File: src/design/scalar_kalman_filter_defines.svh
// Assertion helpers shared by the scalar Kalman filter RTL.
`ifndef SCALAR_KALMAN_FILTER_DEFINES_SVH
`define SCALAR_KALMAN_FILTER_DEFINES_SVH

`ifndef SYNTHESIS

// Check a property on every rising clock edge outside reset.
`define SKF_ASSERT(lbl, clk, rst_n, prop, msg) \
  lbl: assert property (@(posedge clk) disable iff (!rst_n) prop) else $error(msg);

// Check that the consequent holds in the cycle after the antecedent.
`define SKF_ASSERT_NEXT(lbl, clk, rst_n, ante, cons, msg) \
  `SKF_ASSERT(lbl, clk, rst_n, (ante) |=> (cons), msg)

`else

`define SKF_ASSERT(lbl, clk, rst_n, prop, msg)
`define SKF_ASSERT_NEXT(lbl, clk, rst_n, ante, cons, msg)

`endif

`endif

File: src/design/skf_pkg.sv
package skf_pkg;

  // Gain is Q0.16 with one extra bit so that 1.0 is representable.
  localparam int unsigned GainW    = 17;
  localparam int unsigned SerSteps = 17;
  localparam int unsigned CntW     = 5;

  localparam logic [GainW-1:0] QOne = 17'h1_0000;

  localparam logic [30:0]        ProcNoiseRst = 31'd6554;
  localparam logic [30:0]        MeasNoiseRst = 31'd6554;
  localparam logic signed [31:0] InitEstRst   = 32'sd327680;
  localparam logic [30:0]        InitCovRst   = 31'd6554;

  typedef enum logic {
    OP_FILTER  = 1'b0,
    OP_RESTART = 1'b1
  } skf_op_e;

  typedef enum logic [1:0] {
    STATUS_OK       = 2'd0,
    STATUS_COV_OVF  = 2'd1,
    STATUS_ZERO_DEN = 2'd2,
    STATUS_EST_SAT  = 2'd3
  } skf_status_e;

  typedef enum logic [1:0] {
    CFG_PROC_NOISE = 2'd0,
    CFG_MEAS_NOISE = 2'd1,
    CFG_INIT_EST   = 2'd2,
    CFG_INIT_COV   = 2'd3
  } skf_cfg_e;

  typedef enum logic [2:0] {
    ST_IDLE,
    ST_PREP,
    ST_DIV,
    ST_MUL,
    ST_WB
  } skf_state_e;

  typedef struct packed {
    logic busy;
    logic done;
  } skf_unit_sts_t;

endpackage

File: src/design/skf_if.sv
interface skf_meas_if import skf_pkg::*; ();
  logic               valid;
  logic               ready;
  skf_op_e            op;
  logic signed [31:0] measurement;

  modport source (output valid, output op, output measurement, input ready);
  modport sink (input valid, input op, input measurement, output ready);
endinterface

interface skf_res_if import skf_pkg::*; ();
  logic               valid;
  logic               ready;
  logic signed [31:0] estimate;
  logic [GainW-1:0]   gain;
  logic [30:0]        covariance;
  skf_status_e        status;

  modport source (output valid, output estimate, output gain, output covariance,
                  output status, input ready);
  modport sink (input valid, input estimate, input gain, input covariance,
                input status, output ready);
endinterface

File: src/design/skf_div.sv
module skf_div import skf_pkg::*; (
  input  logic             clk_i,
  input  logic             rst_ni,
  input  logic             start_i,
  input  logic [30:0]      dividend_i,
  input  logic [31:0]      divisor_i,
  output logic [GainW-1:0] quot_o,
  output skf_unit_sts_t    sts_o
);

  logic [32:0]      rem_q, rem_d;
  logic [31:0]      den_q, den_d;
  logic [GainW-1:0] quot_q, quot_d;
  logic [CntW-1:0]  cnt_q, cnt_d;
  logic             busy_q, busy_d;
  logic             done_q, done_d;
  logic [32:0]      trial;
  logic [33:0]      diff;
  logic             fits;

  // Restoring division, one quotient bit per cycle, MSB (the 1.0 bit) first.
  always_comb begin
    trial  = (cnt_q == '0) ? rem_q : {rem_q[31:0], 1'b0};
    diff   = {1'b0, trial} - {2'b00, den_q};
    fits   = ~diff[33];
    rem_d  = rem_q;
    den_d  = den_q;
    quot_d = quot_q;
    cnt_d  = cnt_q;
    busy_d = busy_q;
    done_d = 1'b0;
    if (start_i) begin
      rem_d  = {2'b00, dividend_i};
      den_d  = divisor_i;
      quot_d = '0;
      cnt_d  = '0;
      busy_d = 1'b1;
    end else if (busy_q) begin
      rem_d  = fits ? diff[32:0] : trial;
      quot_d = {quot_q[GainW-2:0], fits};
      cnt_d  = cnt_q + 1'b1;
      if (cnt_q == CntW'(SerSteps - 1)) begin
        busy_d = 1'b0;
        done_d = 1'b1;
      end
    end
  end

  always_ff @(posedge clk_i or negedge rst_ni) begin
    if (!rst_ni) begin
      cnt_q  <= '0;
      busy_q <= 1'b0;
      done_q <= 1'b0;
    end else begin
      cnt_q  <= cnt_d;
      busy_q <= busy_d;
      done_q <= done_d;
    end
  end

  always_ff @(posedge clk_i) begin
    rem_q  <= rem_d;
    den_q  <= den_d;
    quot_q <= quot_d;
  end

  assign quot_o     = quot_q;
  assign sts_o.busy = busy_q;
  assign sts_o.done = done_q;

endmodule

File: src/design/skf_mac.sv
module skf_mac import skf_pkg::*; (
  input  logic               clk_i,
  input  logic               rst_ni,
  input  logic               start_i,
  input  logic signed [33:0] mcand_i,
  input  logic [GainW-1:0]   mplier_i,
  output logic signed [34:0] prod_o,
  output skf_unit_sts_t      sts_o
);

  logic signed [34:0] acc_q, acc_d;
  logic signed [33:0] mc_q, mc_d;
  logic [GainW-1:0]   mp_q, mp_d;
  logic [CntW-1:0]    cnt_q, cnt_d;
  logic               busy_q, busy_d;
  logic               done_q, done_d;
  logic signed [34:0] addend;
  logic signed [34:0] sum;
  logic               last;

  // Shift-add, multiplier LSB first. Drop one product bit per step except the
  // last, which leaves floor(mcand * mplier / 2^16).
  always_comb begin
    addend = mp_q[0] ? {mc_q[33], mc_q} : '0;
    sum    = acc_q + addend;
    last   = (cnt_q == CntW'(SerSteps - 1));
    acc_d  = acc_q;
    mc_d   = mc_q;
    mp_d   = mp_q;
    cnt_d  = cnt_q;
    busy_d = busy_q;
    done_d = 1'b0;
    if (start_i) begin
      acc_d  = '0;
      mc_d   = mcand_i;
      mp_d   = mplier_i;
      cnt_d  = '0;
      busy_d = 1'b1;
    end else if (busy_q) begin
      acc_d = last ? sum : (sum >>> 1);
      mp_d  = mp_q >> 1;
      cnt_d = cnt_q + 1'b1;
      if (last) begin
        busy_d = 1'b0;
        done_d = 1'b1;
      end
    end
  end

  always_ff @(posedge clk_i or negedge rst_ni) begin
    if (!rst_ni) begin
      cnt_q  <= '0;
      busy_q <= 1'b0;
      done_q <= 1'b0;
    end else begin
      cnt_q  <= cnt_d;
      busy_q <= busy_d;
      done_q <= done_d;
    end
  end

  always_ff @(posedge clk_i) begin
    acc_q <= acc_d;
    mc_q  <= mc_d;
    mp_q  <= mp_d;
  end

  assign prod_o     = acc_q;
  assign sts_o.busy = busy_q;
  assign sts_o.done = done_q;

endmodule

File: src/design/scalar_kalman_filter.sv
// Channel   Dir  Payload                                   Transfer
// meas_i    in   op, measurement (Q16.16)                  valid && ready
// res_o     out  estimate, gain, covariance, status        valid && ready
// cfg       in   cfg_idx_i, cfg_data_i                     cfg_we_i high
//
// A filter item goes from its transfer to the output register through the predict
// state, 17 divider steps and 17 multiplier steps (both products side by side),
// a done strobe after each unit and the write-back state. Restart items and items
// that fault before the divide go from predict straight to write-back.
// One item is in flight at a time; the next transfer is taken the cycle after
// write-back, and write-back holds while the output register is still full.
// Reset is asynchronous, active low, and loads the state from the defaults.
`include "scalar_kalman_filter_defines.svh"

module scalar_kalman_filter import skf_pkg::*; (
  input  logic        clk_i,
  input  logic        rst_ni,
  input  logic        cfg_we_i,
  input  logic [1:0]  cfg_idx_i,
  input  logic [31:0] cfg_data_i,
  skf_meas_if.sink    meas_i,
  skf_res_if.source   res_o
);

  skf_state_e state_q, state_d;

  // configuration registers
  logic [30:0]        q_q, r_q, p0_q;
  logic signed [31:0] x0_q;

  // filter state
  logic signed [31:0] x_q, x_d;
  logic [30:0]        p_q, p_d;
  logic [GainW-1:0]   k_q, k_d;
  skf_status_e        st_d;

  // per-item working registers
  skf_op_e            op_q;
  logic signed [31:0] z_q;
  logic [31:0]        pp_q;
  logic signed [32:0] e_q;
  skf_status_e        stat_q;

  // output register
  logic               out_valid_q;
  logic signed [31:0] out_x_q;
  logic [GainW-1:0]   out_k_q;
  logic [30:0]        out_p_q;
  skf_status_e        out_st_q;

  // predict
  logic [31:0]        pp;
  logic [31:0]        den;
  logic               cov_ovf;
  logic               den_zero;
  logic signed [32:0] err;
  skf_status_e        prep_stat;

  // write-back
  logic signed [34:0] nx;
  logic               est_sat;
  logic signed [31:0] est_clamp;

  // handshakes and unit control
  logic accept;
  logic div_start;
  logic mac_start;
  logic wb_fire;

  logic [GainW-1:0]   div_quot;
  skf_unit_sts_t      div_sts;
  logic signed [34:0] prod_e, prod_p;
  skf_unit_sts_t      mac_e_sts, mac_p_sts;

  //--------------------------------------------------------------------------
  // Configuration writes; out-of-range bits are dropped.
  //--------------------------------------------------------------------------
  always_ff @(posedge clk_i or negedge rst_ni) begin
    if (!rst_ni) begin
      q_q  <= ProcNoiseRst;
      r_q  <= MeasNoiseRst;
      x0_q <= InitEstRst;
      p0_q <= InitCovRst;
    end else if (cfg_we_i) begin
      case (skf_cfg_e'(cfg_idx_i))
        CFG_PROC_NOISE: q_q  <= cfg_data_i[30:0];
        CFG_MEAS_NOISE: r_q  <= cfg_data_i[30:0];
        CFG_INIT_EST:   x0_q <= cfg_data_i;
        CFG_INIT_COV:   p0_q <= cfg_data_i[30:0];
        default: ;
      endcase
    end
  end

  //--------------------------------------------------------------------------
  // Predict: p' = p + q, denominator p' + r, innovation z - x.
  // Overflow of p' shows up as bit 31; the denominator only matters without it.
  //--------------------------------------------------------------------------
  always_comb begin
    pp       = {1'b0, p_q} + {1'b0, q_q};
    cov_ovf  = pp[31];
    den      = pp + {1'b0, r_q};
    den_zero = (den == '0);
    err      = {z_q[31], z_q} - {x_q[31], x_q};
    if (op_q == OP_RESTART) begin
      prep_stat = STATUS_OK;
    end else if (cov_ovf) begin
      prep_stat = STATUS_COV_OVF;
    end else if (den_zero) begin
      prep_stat = STATUS_ZERO_DEN;
    end else begin
      prep_stat = STATUS_OK;
    end
  end

  //--------------------------------------------------------------------------
  // Serial units: gain divider, then k*(z-x) and p'*(1-k) side by side.
  //--------------------------------------------------------------------------
  skf_div u_div (
    .clk_i      (clk_i),
    .rst_ni     (rst_ni),
    .start_i    (div_start),
    .dividend_i (pp[30:0]),
    .divisor_i  (den),
    .quot_o     (div_quot),
    .sts_o      (div_sts)
  );

  skf_mac u_mac_est (
    .clk_i    (clk_i),
    .rst_ni   (rst_ni),
    .start_i  (mac_start),
    .mcand_i  ({e_q[32], e_q}),
    .mplier_i (div_quot),
    .prod_o   (prod_e),
    .sts_o    (mac_e_sts)
  );

  skf_mac u_mac_cov (
    .clk_i    (clk_i),
    .rst_ni   (rst_ni),
    .start_i  (mac_start),
    .mcand_i  ({3'b000, pp_q[30:0]}),
    .mplier_i (QOne - div_quot),
    .prod_o   (prod_p),
    .sts_o    (mac_p_sts)
  );

  //--------------------------------------------------------------------------
  // Write-back: pick the new state for the item's outcome.
  //--------------------------------------------------------------------------
  always_comb begin
    nx        = {{3{x_q[31]}}, x_q} + prod_e;
    est_sat   = (nx[34:31] != {4{nx[34]}});
    est_clamp = nx[34] ? 32'sh8000_0000 : 32'sh7FFF_FFFF;
    x_d       = x_q;
    p_d       = p_q;
    k_d       = k_q;
    st_d      = stat_q;
    if (op_q == OP_RESTART) begin
      x_d  = x0_q;
      p_d  = p0_q;
      k_d  = '0;
      st_d = STATUS_OK;
    end else begin
      case (stat_q)
        STATUS_COV_OVF: ;
        STATUS_ZERO_DEN: p_d = pp_q[30:0];
        default: begin
          k_d = div_quot;
          if (est_sat) begin
            x_d  = est_clamp;
            p_d  = pp_q[30:0];
            st_d = STATUS_EST_SAT;
          end else begin
            x_d = nx[31:0];
            p_d = prod_p[30:0];
          end
        end
      endcase
    end
  end

  //--------------------------------------------------------------------------
  // Sequencer
  //--------------------------------------------------------------------------
  always_comb begin
    state_d = state_q;
    case (state_q)
      ST_IDLE: if (accept) state_d = ST_PREP;
      ST_PREP: state_d = div_start ? ST_DIV : ST_WB;
      ST_DIV:  if (div_sts.done) state_d = ST_MUL;
      ST_MUL:  if (mac_e_sts.done) state_d = ST_WB;
      ST_WB:   if (wb_fire) state_d = ST_IDLE;
      default: state_d = ST_IDLE;
    endcase
  end

  always_comb begin
    div_start = 1'b0;
    mac_start = 1'b0;
    wb_fire   = 1'b0;
    case (state_q)
      ST_PREP: div_start = (op_q == OP_FILTER) && !cov_ovf && !den_zero;
      ST_DIV:  mac_start = div_sts.done;
      // hold the result while the output register is still full
      ST_WB:   wb_fire = !out_valid_q || res_o.ready;
      default: ;
    endcase
  end

  assign meas_i.ready = (state_q == ST_IDLE);
  assign accept       = meas_i.valid && meas_i.ready;

  always_ff @(posedge clk_i or negedge rst_ni) begin
    if (!rst_ni) begin
      state_q     <= ST_IDLE;
      out_valid_q <= 1'b0;
      x_q         <= InitEstRst;
      p_q         <= InitCovRst;
      k_q         <= '0;
    end else begin
      state_q <= state_d;
      if (wb_fire) begin
        out_valid_q <= 1'b1;
        x_q         <= x_d;
        p_q         <= p_d;
        k_q         <= k_d;
      end else if (res_o.ready) begin
        out_valid_q <= 1'b0;
      end
    end
  end

  always_ff @(posedge clk_i) begin
    if (accept) begin
      op_q <= meas_i.op;
      z_q  <= meas_i.measurement;
    end
    if (state_q == ST_PREP) begin
      pp_q   <= pp;
      e_q    <= err;
      stat_q <= prep_stat;
    end
    if (wb_fire) begin
      out_x_q  <= x_d;
      out_k_q  <= k_d;
      out_p_q  <= p_d;
      out_st_q <= st_d;
    end
  end

  assign res_o.valid      = out_valid_q;
  assign res_o.estimate   = out_x_q;
  assign res_o.gain       = out_k_q;
  assign res_o.covariance = out_p_q;
  assign res_o.status     = out_st_q;

  //--------------------------------------------------------------------------
  // Checks
  //--------------------------------------------------------------------------
  `SKF_ASSERT_NEXT(a_accept_to_prep, clk_i, rst_ni, accept, state_q == ST_PREP,
                   "transfer did not start predict")
  `SKF_ASSERT(a_div_in_div, clk_i, rst_ni,
              (div_sts.busy || div_sts.done) |-> (state_q == ST_DIV),
              "divider active outside divide phase")
  `SKF_ASSERT(a_mac_lockstep, clk_i, rst_ni, mac_e_sts == mac_p_sts,
              "multipliers out of step")
  `SKF_ASSERT(a_gain_bounded, clk_i, rst_ni, k_q <= QOne, "gain above one")
  `SKF_ASSERT(a_no_est_sat, clk_i, rst_ni, out_valid_q |-> (out_st_q != STATUS_EST_SAT),
              "estimate left the span of x and z")

endmodule
File: src/flat_wrapper.sv
// flat-port wrapper written by rule: the top's interface ports become plain ports
module scalar_kalman_filter_flat import skf_pkg::*;
  (clk_i, rst_ni, cfg_we_i, cfg_idx_i, cfg_data_i, meas_i_valid, meas_i_op, meas_i_measurement, meas_i_ready, res_o_valid, res_o_estimate, res_o_gain, res_o_covariance, res_o_status, res_o_ready);
  skf_meas_if meas_i_i ();
  skf_res_if res_o_i ();
  input  logic clk_i;
  input  logic rst_ni;
  input  logic cfg_we_i;
  input  logic [1:0] cfg_idx_i;
  input  logic [31:0] cfg_data_i;
  input wire logic [$bits(meas_i_i.valid)-1:0] meas_i_valid;
  input wire logic [$bits(meas_i_i.op)-1:0] meas_i_op;
  input wire logic [$bits(meas_i_i.measurement)-1:0] meas_i_measurement;
  output wire logic [$bits(meas_i_i.ready)-1:0] meas_i_ready;
  output wire logic [$bits(res_o_i.valid)-1:0] res_o_valid;
  output wire logic [$bits(res_o_i.estimate)-1:0] res_o_estimate;
  output wire logic [$bits(res_o_i.gain)-1:0] res_o_gain;
  output wire logic [$bits(res_o_i.covariance)-1:0] res_o_covariance;
  output wire logic [$bits(res_o_i.status)-1:0] res_o_status;
  input wire logic [$bits(res_o_i.ready)-1:0] res_o_ready;
  assign meas_i_i.valid = meas_i_valid;
  assign meas_i_i.op = meas_i_op;
  assign meas_i_i.measurement = meas_i_measurement;
  assign meas_i_ready = meas_i_i.ready;
  assign res_o_valid = res_o_i.valid;
  assign res_o_estimate = res_o_i.estimate;
  assign res_o_gain = res_o_i.gain;
  assign res_o_covariance = res_o_i.covariance;
  assign res_o_status = res_o_i.status;
  assign res_o_i.ready = res_o_ready;
  scalar_kalman_filter u_core (.clk_i(clk_i), .rst_ni(rst_ni), .cfg_we_i(cfg_we_i), .cfg_idx_i(cfg_idx_i), .cfg_data_i(cfg_data_i), .meas_i(meas_i_i), .res_o(res_o_i));
endmodule
File: config.mk
export PLATFORM = sky130hd
export DESIGN_NAME = scalar_kalman_filter_flat
export DESIGN_NICKNAME = d
export VERILOG_FILES = /design/src/design/skf_pkg.sv /design/src/design/skf_if.sv /design/src/design/skf_div.sv /design/src/design/skf_mac.sv /design/src/design/scalar_kalman_filter.sv /design/src/flat_wrapper.sv
export VERILOG_INCLUDE_DIRS = /design/src /design/src/design
export SDC_FILE = /design/constraint.sdc
export NUM_CORES = 1
export LEC_CHECK = 0
export ABC_AREA = 1
export BUFFER_PORTS_ARGS = -buffer_cell sky130_fd_sc_hd__buf_4
export CAP_MARGIN = 20
export CORE_AREA = 2 2 312 314
export DETAILED_ROUTE_END_ITERATION = 6
export DIE_AREA = 0 0 314 316
export SYNTH_ARGS = -nofsm -noshare
export SYNTH_HDL_FRONTEND = slang
export SYNTH_HIERARCHICAL = 1
export SYNTH_SLANG_ARGS = --single-unit
File: constraint.sdc
create_clock -name clk_i -period 9.88 [get_ports clk_i]
set_input_delay 1.482 -clock clk_i [delete_from_list [all_inputs] [get_ports clk_i]]
set_output_delay 1.482 -clock clk_i [all_outputs]
set_load 0.01 [all_outputs]
==> impl_metrics.csv <==
group,metric,value,unit
run_status,status,"finished with violations",
run_status,violations,"DRC",
sta,fin_skew,0.02707,ns
setup_path,worst_ep_required_time,10.22,ns
sta,finalCritPeriodShare,0.7020,
die,ios,156,
die,core-area,0.09599,mm^2
global_route,grt_start_max_net_pins,173,
sta,tightestPinTransition,1.264,ns
power,power_switching_share,0.4934,
setup_path,worstReg2RegStart,"u_core/q_q[1]",
synth,yosysWarningCount,6,
setup_path,reg2reg_to,"u_core/u_div/rem_q[19]",
setup_path,startpoint_type,"register",
sta,drv_slew,0,
route,via_per_inst,5.298,
worst_hold_path,holdPathStages,0,
clock_tree,post_cts_resized,0,
route,drt_wl_total,152900,um
route,route.detailed.drc,4,
setup_path,end_kind,"register",
sta,fin_tns_setup,0,ns
route,ant_nets,0,
run,max_cap_viol_count,0,
sta,maxClockFrequency,144.2,MHz
die,die_h,316,um
setup_path,cp_slowest_cell,"clkinv_1",
global_route,grt_pass1_wl,228600,um
placed_design,portBuffers,155,
global_route,track_usage,0.3060,
clock_tree,postCtsSetupBuffers,0,
final_layout,fin_util,0.5078,
setup_path,ff2ff_path_depth,29,
die,initial_core_util,0.4553,
setup_path,crit_path_max_incr_delay,0.58,ns
worst_hold_path,min_to,"u_core/u_mac_est/mc_q[3]",
power,p_sw,8.716,mW
clock_tree,cts_max_level,3,
setup_path,regToRegSetupSlack,2.94,ns
sta,relSlewSlack,0.1497,
worst_hold_path,hold_path_class,"reg2reg",
synth,syn_area_per_cell,7.266,um^2
global_route,grt_pass1_vias,36600,
global_route,grt_overflow,0,
sta,period_needed,6.935,ns
sta,rsz0062_at_grt,"false",
global_route,antenna_found_initial,8,
final_layout,layout.nets,6451,
clock_tree,clkTransAtPathRegs,0.06,ns
power,p_comb_frac,0.565,
route,first_iter_violations,3933,
power,clkPwrFrac,0.168,
power,irDropWorstVdd,0.1922,mV
clock_tree,root_buffer,"clkbuf_16",
sta,timing.final.hold_violations,0,
worst_hold_path,worstHoldStart,"u_core/e_q[3]",
final_layout,layout-drive-gt1-share,0.07597,
clock_tree,cts_buffers,78,
die,rows,114,
synth,syn_inst,6015,
clock_tree,ctsHoldBuffers,0,
die,fp.dieArea,0.09922,mm^2
clock_tree,cts_tree,"yes",
synth,netlist_area,0.04370,mm^2
route,wl_per_cell,20.44,um
setup_path,path_common_cell,"nand2_1",
power,pwr-share-seq,0.267,
die,die_w,314,um
setup_path,cp_data_arrival_time,7.28,ns
placed_design,dp_hpwl,119000,um
clock_tree,clock-sinks,664,
final_layout,area_delta_synth_final,11.54,%
route,vias,39620,
power,powerDensity,362.4,mW/mm^2
setup_path,worstSetupPathType,"reg2reg",
placed_design,gp_congestion,0.9902,
setup_path,crit_fanout,33,
sta,setup_viol,0,
route,first_pass_iters,7,
power,intPower,8.950,mW
clock_tree,worstSkewPairLatency,0.66,ns
clock_tree,clk_path_buf_depth,3,
power,p_leak,24.76,nW
## through the flow
stage / power, mW / cells / setup slack [ns] / cell area, um^2 / hold WS, ns
after floorplan: 11.43 / 6017 / 1.603 / 43710 / 0.4003
after global placement: 14.48 / 7330 / 3.314 / 46130 / 0.4012
after detailed placement: 14.53 / 7330 / 3.115 / 46130 / 0.4045
after CTS: 17.57 / 7475 / 3.069 / 48720 / 0.4175
after global routing: 19.05 / 7476 / 2.378 / 48740 / 0.4234
final: 17.67 / 7479 / 2.945 / 48750 / 0.4139
## final cells by class
cell class	instances	area [um^2]
fillers	9619	47250
clock inverters	38	431.7
repair buffers	197	1524
clock buffers	107	2163
flip-flops and latches	664	17940
well taps	1276	1597
inverters	916	3438
multi-input cells	4278	21640
diodes	3	7.507
## worst max path at each step
| stage | start | to | slack (ns) | depth (start not counted) |
|---|---|---|---|---|
| CTS | u_core/q_q[1] | u_core/u_div/rem_q[19] | 3.07 | 30 |
| detailed placement | u_core/q_q[1] | u_core/u_div/quot_o[9] | 3.11 | 31 |
| global route | u_core/q_q[1] | u_core/u_div/quot_o[6] | 2.38 | 31 |
| finish | u_core/q_q[1] | u_core/u_div/rem_q[19] | 2.94 | 29 |
| floorplan | u_core/state_q[1] | u_core/u_div/rem_q[0] | 1.60 | 7 |
| global placement | u_core/q_q[1] | u_core/u_div/rem_q[13] | 3.31 | 30 |
## sequential cells by signal, summed over array words and instances (netlist names), 32 cells and up
signal / cells
u_core/x_q: 32
u_core/e_q: 33
u_core/x0_q: 32
u_core/u_mac_cov/prod_o: 35
u_core/u_mac_est/mc_q: 34
u_core/u_div/rem_q: 33
u_core/z_q: 32
u_core/u_div/den_q: 32
u_core/u_mac_est/prod_o: 35
u_core/u_mac_cov/mc_q: 34
u_core/res_o.estimate: 32
## layer usage
| layer | part of all wire | track usage |
|---|---|---|
| met1 | 0.48 | 0.4659 |
| met2 | 0.41 | 0.4465 |
| met3 | 0.087 | 0.06277 |
| met4 | 0.015 | 0.06209 |
| met5 | 0.00016 | 0 |
## power groups by stage
stage / Clock [mW] / Combinational, mW / Sequential [mW]
global route: 3.14 / 11.1 / 4.79
finish: 2.97 / 9.98 / 4.72
CTS: 3.03 / 9.83 / 4.71
floorplan: 0 / 6.91 / 4.52
global placement: 0 / 9.74 / 4.74
detailed placement: 0 / 9.77 / 4.76
## critical path, delay by kind of cell, from the launching register on
family | cells | cell delay, ns
AOI/OAI and AO/OA | 7 | 1.81
and+or+nand+nor | 13 | 1.58
buffers and inverters | 6 | 1.48
adders and majority gates | 2 | 0.83
DFF | 1 | 0.54
xor gates and xnor gates | 1 | 0.34
## cells in the final DEF (no fill, tap or decap), types with 15 or more instances in the layout
cell and count:
nand2_1 2117, inv_1 896, nand3_1 395, edfxtp_1 346
nor2_1 324, o21ai_0 313, a21oi_1 311, ha_1 236
dfrtp_1 197, buf_4 193, xor2_1 93, dfxtp_1 89
clkbuf_16 80, xnor2_1 66, nand3b_1 50, nor3_1 43
nand4_1 41, a21boi_1 34, or2_2 32, dfstp_2 32
nand2_2 25, o21bai_1 23, clkbuf_1 21, nor2_2 19
a31oi_1 17, o22ai_1 17, clkinv_1 15, inv_2 15
Note: power is estimated with default switching activity, not from simulation.
